[src/hdl/lslc_pkg.sv]
// lslc_pkg: widths, register indexes and breakpoint tables of the lux calculation
// used by light_sensor_lux_calculation; depends on nothing
`timescale 1ns / 1ps

package lslc_pkg;

	localparam int RAW_W    = 16;
	localparam int FAC_W    = 19;
	localparam int SCALE_SH = 10;
	localparam int CH_W     = 25;
	localparam int DIVD_W   = CH_W + SCALE_SH;
	localparam int QB       = 11;
	localparam int RATIO_W  = 11;
	localparam int COEF_W   = 10;
	localparam int PROD_W   = CH_W + COEF_W;
	localparam int LUX_W    = 20;
	localparam int LUX_SH   = 14;
	localparam int NSEG     = 7;

	localparam logic [1:0] CFG_GAIN  = 2'd0;
	localparam logic [1:0] CFG_ITIME = 2'd1;
	localparam logic [1:0] CFG_PKG   = 2'd2;

	localparam logic [1:0] ITIME_13MS  = 2'd0;
	localparam logic [1:0] ITIME_101MS = 2'd1;

	localparam logic [FAC_W-1:0] FAC_13MS    = FAC_W'(16'h7517);
	localparam logic [FAC_W-1:0] FAC_101MS   = FAC_W'(16'h0FE7);
	localparam logic [FAC_W-1:0] FAC_NOMINAL = FAC_W'(1) << SCALE_SH;

	localparam logic [RATIO_W-1:0] RATIO_OVER = '1;
	localparam logic [LUX_W-1:0]   LUX_MAX    = '1;

	typedef struct packed {
		logic [COEF_W-1:0] b;
		logic [COEF_W-1:0] m;
	} seg_t;

	typedef logic [RATIO_W-1:0] lim_arr_t [NSEG];
	typedef logic [COEF_W-1:0]  coef_arr_t [NSEG];

	localparam lim_arr_t LIM_T = '{11'h040, 11'h080, 11'h0c0, 11'h100,
		11'h138, 11'h19a, 11'h29a};
	localparam coef_arr_t B_T = '{10'h1f2, 10'h214, 10'h23f, 10'h270,
		10'h16f, 10'h0d2, 10'h018};
	localparam coef_arr_t M_T = '{10'h1be, 10'h2d1, 10'h37b, 10'h3fe,
		10'h1fc, 10'h0fb, 10'h012};
	localparam lim_arr_t LIM_CS = '{11'h043, 11'h085, 11'h0c8, 11'h10a,
		11'h14d, 11'h19a, 11'h29a};
	localparam coef_arr_t B_CS = '{10'h204, 10'h228, 10'h253, 10'h282,
		10'h177, 10'h101, 10'h037};
	localparam coef_arr_t M_CS = '{10'h1ad, 10'h2c1, 10'h363, 10'h3df,
		10'h1dd, 10'h127, 10'h02b};

	// first segment whose limit is not below the ratio; past the last one b = m = 0
	function automatic seg_t seg_lookup(input logic cs, input logic [RATIO_W-1:0] ratio);
		seg_t r;
		r = '0;
		for (int i = NSEG - 1; i >= 0; i--) begin
			if (cs) begin
				if (ratio <= LIM_CS[i]) begin
					r.b = B_CS[i];
					r.m = M_CS[i];
				end
			end else begin
				if (ratio <= LIM_T[i]) begin
					r.b = B_T[i];
					r.m = M_T[i];
				end
			end
		end
		return r;
	endfunction

endpackage

[src/hdl/light_sensor_lux_calculation.sv]
// light_sensor_lux_calculation: pipelined two-channel lux calculation
// depends on lslc_pkg (widths, register indexes, breakpoint tables)
`timescale 1ns / 1ps

// Usage
//   input channel: in_valid / in_ready with broadband_count and infrared_count,
//   one pair per item; output channel: out_valid / out_ready with lux, one
//   result per item, in order.
//   configuration: cfg_we with cfg_index and cfg_data, registered on the clock;
//   index 0 gain_sixteen, 1 integration_time, 2 package_type. Write only while
//   the pipeline is empty.
//   pipeline: 16 stages. Stage 1 scales both counts, stage 2 sets up the
//   divide, stages 3 to 13 form the ratio one quotient bit per stage,
//   stage 14 rounds and picks the segment, stage 15 multiplies, stage 16
//   subtracts, rounds and saturates into the output register.
//   throughput: one item per cycle while in_ready is high; the quotient
//   pipeline sets the depth.
//   stall: a stage holds while it and every stage after it are full and
//   out_ready is low, so bubbles are squeezed out and in_ready drops only
//   when all 16 stages are full.
//   reset: arst_n clears all valid bits and loads gain_sixteen 0,
//   integration_time 2 and package_type 0.
module light_sensor_lux_calculation (
	input  logic                       clk,
	input  logic                       arst_n,
	input  logic                       in_valid,
	output logic                       in_ready,
	input  logic [lslc_pkg::RAW_W-1:0] broadband_count,
	input  logic [lslc_pkg::RAW_W-1:0] infrared_count,
	output logic                       out_valid,
	input  logic                       out_ready,
	output logic [lslc_pkg::LUX_W-1:0] lux,
	input  logic                       cfg_we,
	input  logic [1:0]                 cfg_index,
	input  logic [1:0]                 cfg_data
);
	import lslc_pkg::*;

	localparam int ST_DIV0 = 2;
	localparam int ST_SEG  = ST_DIV0 + QB + 1;
	localparam int ST_MUL  = ST_SEG + 1;
	localparam int NS      = ST_MUL + 1;

	// configuration
	logic       gain_q;
	logic [1:0] itime_q;
	logic       pkg_q;

	always_ff @(posedge clk or negedge arst_n) begin
		if (!arst_n) begin
			gain_q  <= 1'b0;
			itime_q <= 2'd2;
			pkg_q   <= 1'b0;
		end else if (cfg_we) begin
			unique case (cfg_index)
				CFG_GAIN:  gain_q  <= cfg_data[0];
				CFG_ITIME: itime_q <= cfg_data;
				CFG_PKG:   pkg_q   <= cfg_data[0];
				default: ;
			endcase
		end
	end

	// valid bits and stage enables
	logic [NS:1] vld_s;
	logic [NS:1] en;

	for (genvar k = 1; k <= NS; k++) begin : g_en
		assign en[k] = out_ready | ~(&vld_s[NS:k]);
	end

	always_ff @(posedge clk or negedge arst_n) begin
		if (!arst_n) begin
			vld_s <= '0;
		end else begin
			if (en[1]) begin
				vld_s[1] <= in_valid;
			end
			for (int k = 2; k <= NS; k++) begin
				if (en[k]) begin
					vld_s[k] <= vld_s[k-1];
				end
			end
		end
	end

	assign in_ready = en[1];

	// stage 1: integration and gain scaling
	logic [FAC_W-1:0]        factor;
	logic [FAC_W-1:0]        factor_base;
	logic [RAW_W+FAC_W-1:0]  prod0_raw, prod1_raw;
	logic [CH_W-1:0]         ch0_s1, ch1_s1;

	always_comb begin
		case (itime_q)
			ITIME_13MS:  factor_base = FAC_13MS;
			ITIME_101MS: factor_base = FAC_101MS;
			default:     factor_base = FAC_NOMINAL;
		endcase
		factor = gain_q ? factor_base : (factor_base << 4);
	end

	assign prod0_raw = (RAW_W+FAC_W)'(broadband_count) * (RAW_W+FAC_W)'(factor);
	assign prod1_raw = (RAW_W+FAC_W)'(infrared_count) * (RAW_W+FAC_W)'(factor);

	always_ff @(posedge clk) begin
		if (en[1]) begin
			ch0_s1 <= prod0_raw[RAW_W+FAC_W-1:SCALE_SH];
			ch1_s1 <= prod1_raw[RAW_W+FAC_W-1:SCALE_SH];
		end
	end

	// stage 2 (index 0) and stages 3 to 13 (index 1 to QB): restoring divide
	logic [DIVD_W-1:0] div_rem_s [QB+1];
	logic [CH_W-1:0]   div_dsr_s [QB+1];
	logic [CH_W-1:0]   div_ch1_s [QB+1];
	logic [QB-1:0]     div_q_s   [QB+1];
	logic              div_zero_s [QB+1];
	logic              div_ovf_s  [QB+1];

	always_ff @(posedge clk) begin
		if (en[ST_DIV0]) begin
			div_rem_s[0]  <= {ch1_s1, SCALE_SH'(0)};
			div_dsr_s[0]  <= ch0_s1;
			div_ch1_s[0]  <= ch1_s1;
			div_q_s[0]    <= '0;
			div_zero_s[0] <= (ch0_s1 == '0);
			// quotient would need more than QB bits
			div_ovf_s[0]  <= ({1'b0, ch1_s1} >= {ch0_s1, 1'b0});
		end
	end

	for (genvar j = 1; j <= QB; j++) begin : g_div
		localparam int SH = QB - j;
		logic [DIVD_W-1:0] trial;
		logic              take;

		assign trial = DIVD_W'(div_dsr_s[j-1]) << SH;
		assign take  = (div_rem_s[j-1] >= trial);

		always_ff @(posedge clk) begin
			if (en[ST_DIV0+j]) begin
				div_rem_s[j]  <= take ? (div_rem_s[j-1] - trial) : div_rem_s[j-1];
				div_q_s[j]    <= div_q_s[j-1] | (take ? (QB'(1) << SH) : '0);
				div_dsr_s[j]  <= div_dsr_s[j-1];
				div_ch1_s[j]  <= div_ch1_s[j-1];
				div_zero_s[j] <= div_zero_s[j-1];
				div_ovf_s[j]  <= div_ovf_s[j-1];
			end
		end
	end

	// stage 14: round the ratio and pick the segment
	logic [QB:0]        q_inc;
	logic [RATIO_W-1:0] ratio;
	seg_t               seg;
	logic [COEF_W-1:0]  b_s14, m_s14;
	logic [CH_W-1:0]    ch0_s14, ch1_s14;

	always_comb begin
		q_inc = {1'b0, div_q_s[QB]} + (QB+1)'(1);
		if (div_zero_s[QB]) begin
			ratio = '0;
		end else if (div_ovf_s[QB]) begin
			ratio = RATIO_OVER;
		end else begin
			ratio = RATIO_W'(q_inc[QB:1]);
		end
		seg = seg_lookup(pkg_q, ratio);
	end

	always_ff @(posedge clk) begin
		if (en[ST_SEG]) begin
			b_s14   <= seg.b;
			m_s14   <= seg.m;
			ch0_s14 <= div_dsr_s[QB];
			ch1_s14 <= div_ch1_s[QB];
		end
	end

	// stage 15: segment products
	logic [PROD_W-1:0] prod0_s15, prod1_s15;

	always_ff @(posedge clk) begin
		if (en[ST_MUL]) begin
			prod0_s15 <= PROD_W'(ch0_s14) * PROD_W'(b_s14);
			prod1_s15 <= PROD_W'(ch1_s14) * PROD_W'(m_s14);
		end
	end

	// stage 16: clamp at zero, round, saturate
	logic [PROD_W-1:0]       diff;
	logic [PROD_W:0]         lux_sum;
	logic [PROD_W-LUX_SH:0]  lux_full;
	logic [LUX_W-1:0]        lux_s16;

	always_comb begin
		diff     = (prod0_s15 > prod1_s15) ? (prod0_s15 - prod1_s15) : '0;
		lux_sum  = {1'b0, diff} + ((PROD_W+1)'(1) << (LUX_SH - 1));
		lux_full = lux_sum[PROD_W:LUX_SH];
	end

	always_ff @(posedge clk) begin
		if (en[NS]) begin
			lux_s16 <= (|lux_full[PROD_W-LUX_SH:LUX_W]) ? LUX_MAX : lux_full[LUX_W-1:0];
		end
	end

	assign out_valid = vld_s[NS];
	assign lux       = lux_s16;

`ifndef SYNTHESIS
	a_ready_full: assert property (@(posedge clk) disable iff (!arst_n)
		!in_ready |-> ((&vld_s) && !out_ready))
		else $error("input stalled while the pipeline has room");

	a_rem_bound: assert property (@(posedge clk) disable iff (!arst_n)
		(vld_s[ST_SEG-1] && !div_zero_s[QB] && !div_ovf_s[QB])
		|-> (div_rem_s[QB] < DIVD_W'(div_dsr_s[QB])))
		else $error("divider remainder not below divisor");

	a_seg_hold: assert property (@(posedge clk) disable iff (!arst_n)
		(vld_s[ST_SEG] && !en[ST_MUL]) |=> (vld_s[ST_SEG] && $stable(b_s14)
		&& $stable(m_s14) && $stable(ch0_s14)))
		else $error("stalled segment stage changed");
`endif

endmodule
[config.mk]
export PLATFORM = sky130hd
export DESIGN_NAME = light_sensor_lux_calculation
export DESIGN_NICKNAME = d
export VERILOG_FILES = /design/src/hdl/lslc_pkg.sv /design/src/hdl/light_sensor_lux_calculation.sv
export SDC_FILE = /design/constraint.sdc
export NUM_CORES = 2
export LEC_CHECK = 0
export BUFFER_PORTS_ARGS = -buffer_cell sky130_fd_sc_hd__buf_2
export CORE_MARGIN = 4
export CORE_UTILIZATION = 40
export DETAILED_ROUTE_END_ITERATION = 16
export PLACE_DENSITY_LB_ADDON = 0.1
export SLEW_MARGIN = 5
export SYNTH_ARGS = -nofsm -noshare
export SYNTH_HDL_FRONTEND = slang
export SYNTH_SLANG_ARGS = --single-unit
[constraint.sdc]
create_clock -name clk -period 22.2 [get_ports clk]
set_input_delay 3.33 -clock clk [delete_from_list [all_inputs] [get_ports clk]]
set_output_delay 3.33 -clock clk [all_outputs]
set_load 0.03 [all_outputs]
==> impl_summary.md <==
Placement
During placement, the flow inserted port buffers numbering 62. The final weighted congestion of routability-driven global placement is 0.8829. The half-perimeter wire length of the detailed placement result is 164.6 mm. After detailed placement, the total cell area comes to 93480 um^2.

After detailed placement, the design holds a cell count of 10940.

Logic synthesis
The xor/xnor share of the synthesized area is 0.03771. The synthesized area per cell is 11.10 um^2. The cell count after synthesis came out at 8096.

The proportion of synthesized area in mux cells is 0.01063. The largest family of logic cells by synthesized area is adder cells. The sequential share of the synthesized area is 0.4048. In this run, synthesis produced a sequential element count of 1215.

Summing every instance area after synthesis gives 89890 um^2. The leading register cell type out of synthesis is sky130_fd_sc_hd__edfxtp_1. The post-synthesis async set-or-reset flop share is 0.01646. Of the total synthesized cell area, the portion taken by AND, OR, NAND and NOR gates is 0.1138. Synthesis produced a netlist with a net count of 9668. Yosys printed 0 warnings.

Synthesis instantiated 92 different standard cells from the library. The compound-cell area share of the yosys netlist is 0.08710. The post-synthesis share of cell area spent on full adders, half adders and majority gates is 0.2809. The synthesized design contains 1195 enable-type register cells.

Global route
The number of antenna violations at the first check in global routing came to 4. The global-route wire length before repair is 336.4 mm. The via count of the first global-routing pass is 60300. The overall fraction of global-route tracks in use is 0.1833.

After global routing the overflow that remains totals 0. The largest net degree at the start of global routing is 81.

Floorplan
The die outline width is 482.0 um. The site row count is 173. The core outline area is 223000 um^2. The die is 482.0 um tall. The initial core utilization is 0.4032. The total die area is 232400 um^2. During I/O placement, the number of pins put on the boundary was 63.

Detailed routing
The DRC violations left is 0. The final wirelength is 207.4 mm. The detail route stage leaves a number of antenna-violating nets equal to 0. The average via count per standard cell is 5.060. The number of vias in the routed layout is 56640. The average routed wire per standard cell is 18.53 um. The pre-antenna-repair detailed-routing pass consisted of 8 iterations. For this block, the initial DRC count from the detailed router was 2818.

Cells and area
From synthesis to final layout, the design area changed by 9.085%. The number of standard cells in the layout, taps in and fillers out is 11190. Leaving out fill and tap cells, the most frequent cells in the layout are sky130_fd_sc_hd__inv_1 (1305), sky130_fd_sc_hd__edfxtp_1 (1195), sky130_fd_sc_hd__fa_1 (812), sky130_fd_sc_hd__nand2_1 (756), sky130_fd_sc_hd__ha_1 (719).

The filler cell count is 21000. The total non-filler cell area in the finished layout is 98050 um^2. The commonest non-fill, non-tap cell in the layout is sky130_fd_sc_hd__inv_1. The net count of the finished layout is 9678. In the final layout, the share of cells above drive strength 1 is 0.05780.

CTS
The number of setup buffers added after CTS is 0. The clock passes through at most 3 buffers. The root buffer selected by CTS is sky130_fd_sc_hd__clkbuf_16. TritonCTS built the clock tree. The H-tree was split into 4 levels. The cts-stage hold buffer count is 0. Clock-pin slew was measured on the worst setup and hold paths at 0.07 ns. The number of buffers added by the clock tree synthesis step is 142. The source-to-sink clock delay at the later pin of the worst-skew pair is 0.79 ns. The number of clock sinks is 1215. The number of gates resized after CTS was 0.

Timing
The worst pin sits at a relative slew slack of 0.2025. The hold violation count in the final report was 0. The worst hold slack across all endpoints is 0.3910 ns.

The final count of negative-setup-slack endpoints is 0. The total negative slack for setup checks is 0 ns. Setup repair after global routing left no endpoint under its margin. The clock arrives with 0.03082 ns of skew. At the pin with the least slew margin, the transition time is 1.196 ns. The number of slew-limit violations in the final report is 0. The minimum clock period after layout is 10.57 ns. Derived from the worst setup path, the maximum achievable clock frequency is 0.09460 GHz. Dividing the final minimum period by the clock period gives 0.4762.

Worst setup path
The critical path in this run is classified as in2out. The maximum fanout count along the critical path is 52. For the worst setup path, the data arrival time is 7.24 ns. The startpoint type of the worst setup path is a primary input. The kind of end point of the critical path is a primary output. At the worst endpoint, the required time is 18.87 ns.

Job
The number of maximum-capacitance violations is 0.

Status
The run finished with clean final reports.

Worst hold path
The path class of the tightest hold or removal check is reg2reg.
## registers in the layout (all words and copies together) (netlist names)
register    count
b_s14          10
ch0_s1         25
ch0_s14        25
ch1_s1         25
ch1_s14        25
div_ch1_s     275
div_dsr_s     300
div_ovf_s      12
div_q_s        66
div_rem_s     320
div_zero_s     12
gain_q          1
itime_q         2
lux            20
m_s14          10
pkg_q           1
prod0_s15      35
prod1_s15      35
vld_s          16
## through the flow
step	setup WS, ns	util
after floorplan	7.407	-
after global placement	11.67	0.4193
after detailed placement	11.59	0.4193
after CTS	11.59	0.4398
after global routing	11.24	0.4398
final	11.63	0.4398
## Yosys cell counts, types with 12 or more instances
library cell,count,share of area
sky130_fd_sc_hd__nor2b_1,56,0.0039
sky130_fd_sc_hd__o21bai_1,34,0.0028
sky130_fd_sc_hd__and3_1,63,0.0044
sky130_fd_sc_hd__a21o_1,147,0.012
sky130_fd_sc_hd__a21boi_0,20,0.0017
sky130_fd_sc_hd__nand3_1,84,0.0047
sky130_fd_sc_hd__a211oi_1,40,0.0033
sky130_fd_sc_hd__o21ai_2,12,0.0012
sky130_fd_sc_hd__or3_1,38,0.0026
sky130_fd_sc_hd__ha_1,719,0.10
sky130_fd_sc_hd__or2_2,22,0.0015
sky130_fd_sc_hd__inv_1,1310,0.055
sky130_fd_sc_hd__nor3_1,96,0.0053
sky130_fd_sc_hd__a31oi_1,33,0.0023
sky130_fd_sc_hd__nand2b_1,64,0.0045
sky130_fd_sc_hd__xnor2_1,255,0.025
sky130_fd_sc_hd__fa_1,812,0.18
sky130_fd_sc_hd__o211ai_1,31,0.0026
sky130_fd_sc_hd__xor2_1,132,0.013
sky130_fd_sc_hd__o21a_1,80,0.0067
sky130_fd_sc_hd__o41ai_1,12,0.0012
sky130_fd_sc_hd__o31ai_1,21,0.0018
sky130_fd_sc_hd__nand2_1,760,0.032
sky130_fd_sc_hd__mux2_2,76,0.0095
sky130_fd_sc_hd__and2_1,355,0.025
sky130_fd_sc_hd__a21oi_1,422,0.023
sky130_fd_sc_hd__clkbuf_1,226,0.0094
sky130_fd_sc_hd__nand4_1,66,0.0046
sky130_fd_sc_hd__or4_1,12,0.0010
sky130_fd_sc_hd__o31a_1,16,0.0016
sky130_fd_sc_hd__nor2_1,378,0.016
sky130_fd_sc_hd__edfxtp_1,1195,0.40
sky130_fd_sc_hd__o21ai_0,228,0.013
sky130_fd_sc_hd__nor4_1,37,0.0026
sky130_fd_sc_hd__dfrtp_1,19,0.0053
sky130_fd_sc_hd__and4_1,18,0.0018
sky130_fd_sc_hd__a31o_2,13,0.0013
sky130_fd_sc_hd__nand3b_1,14,0.0012
## critical path, stage by stage
cell and delay, ns:
sky130_fd_sc_hd__buf_2 0.09, sky130_fd_sc_hd__nor2b_1 0.34, sky130_fd_sc_hd__nand3_4 0.49, sky130_fd_sc_hd__nor2_1 0.45, sky130_fd_sc_hd__and2_1 0.32, sky130_fd_sc_hd__and3_1 0.25, sky130_fd_sc_hd__and2_1 0.32, sky130_fd_sc_hd__nand4_1 0.14
sky130_fd_sc_hd__buf_4 0.27, sky130_fd_sc_hd__nor2_1 0.43, sky130_fd_sc_hd__nand4_1 0.15, sky130_fd_sc_hd__buf_4 0.31, sky130_fd_sc_hd__buf_2 0.29
## final cells by class
| cell class | count | area [um^2] | area share |
|---|---|---|---|
| antenna | 1 | 2.502 | 0.00002552 |
| sequential | 1215 | 36390 | 0.3711 |
| inverter | 1311 | 4928 | 0.05026 |
| clock buffer | 175 | 3782 | 0.03857 |
| tap | 2975 | 3722 | 0.03796 |
| multi-input combinational | 5330 | 47810 | 0.4875 |
| timing repair buffer | 106 | 640.6 | 0.006533 |
| clock inverter | 81 | 785.8 | 0.008013 |
## layer usage
| metal | routed length [um] | vias up | global-route usage |
|---|---|---|---|
| met2 | 103500 | 1007 | 0.3241 |
| met3 | 6578 | 353 | 0.02060 |
| li1 | - | 27280 | - |
| met1 | 89330 | 28000 | 0.2305 |
| met4 | 8026 | 0 | 0.06959 |
| met5 | 0 | - | 0 |
## final timing paths
check | endpoint | cells after the start | slack, ns | start
hold / removal | ch1_s14[19] | 0 | 0.39 | div_ch1_s[11][19]
max in group asynchronous | vld_s[15] | 2 | 19.13 | arst_n
setup / recovery | in_ready | 13 | 11.63 | out_ready
hold reg to reg | ch1_s14[19] | 0 | 0.39 | div_ch1_s[11][19]
min in group asynchronous | itime_q[0] | 2 | 2.64 | arst_n
setup reg to reg | ch0_s1[23] | 25 | 13.85 | itime_q[0]
## cell families (layout without fill, tap and decap cells)
group / after synthesis / after routing
muxes: 86 / 86
adders and majority gates: 1531 / 1531
xor gates and xnor gates: 387 / 387
and+or+nand+nor: 2099 / 2099
AOI/OAI and AO/OA: 1227 / 1227
other: 0 / 1
buffers and inverters: 1551 / 1673
DFF: 1215 / 1215
Power is left out: the tool's default activity adds up to more than one toggle a clock period on the data nets, which glitch-free logic cannot reach.
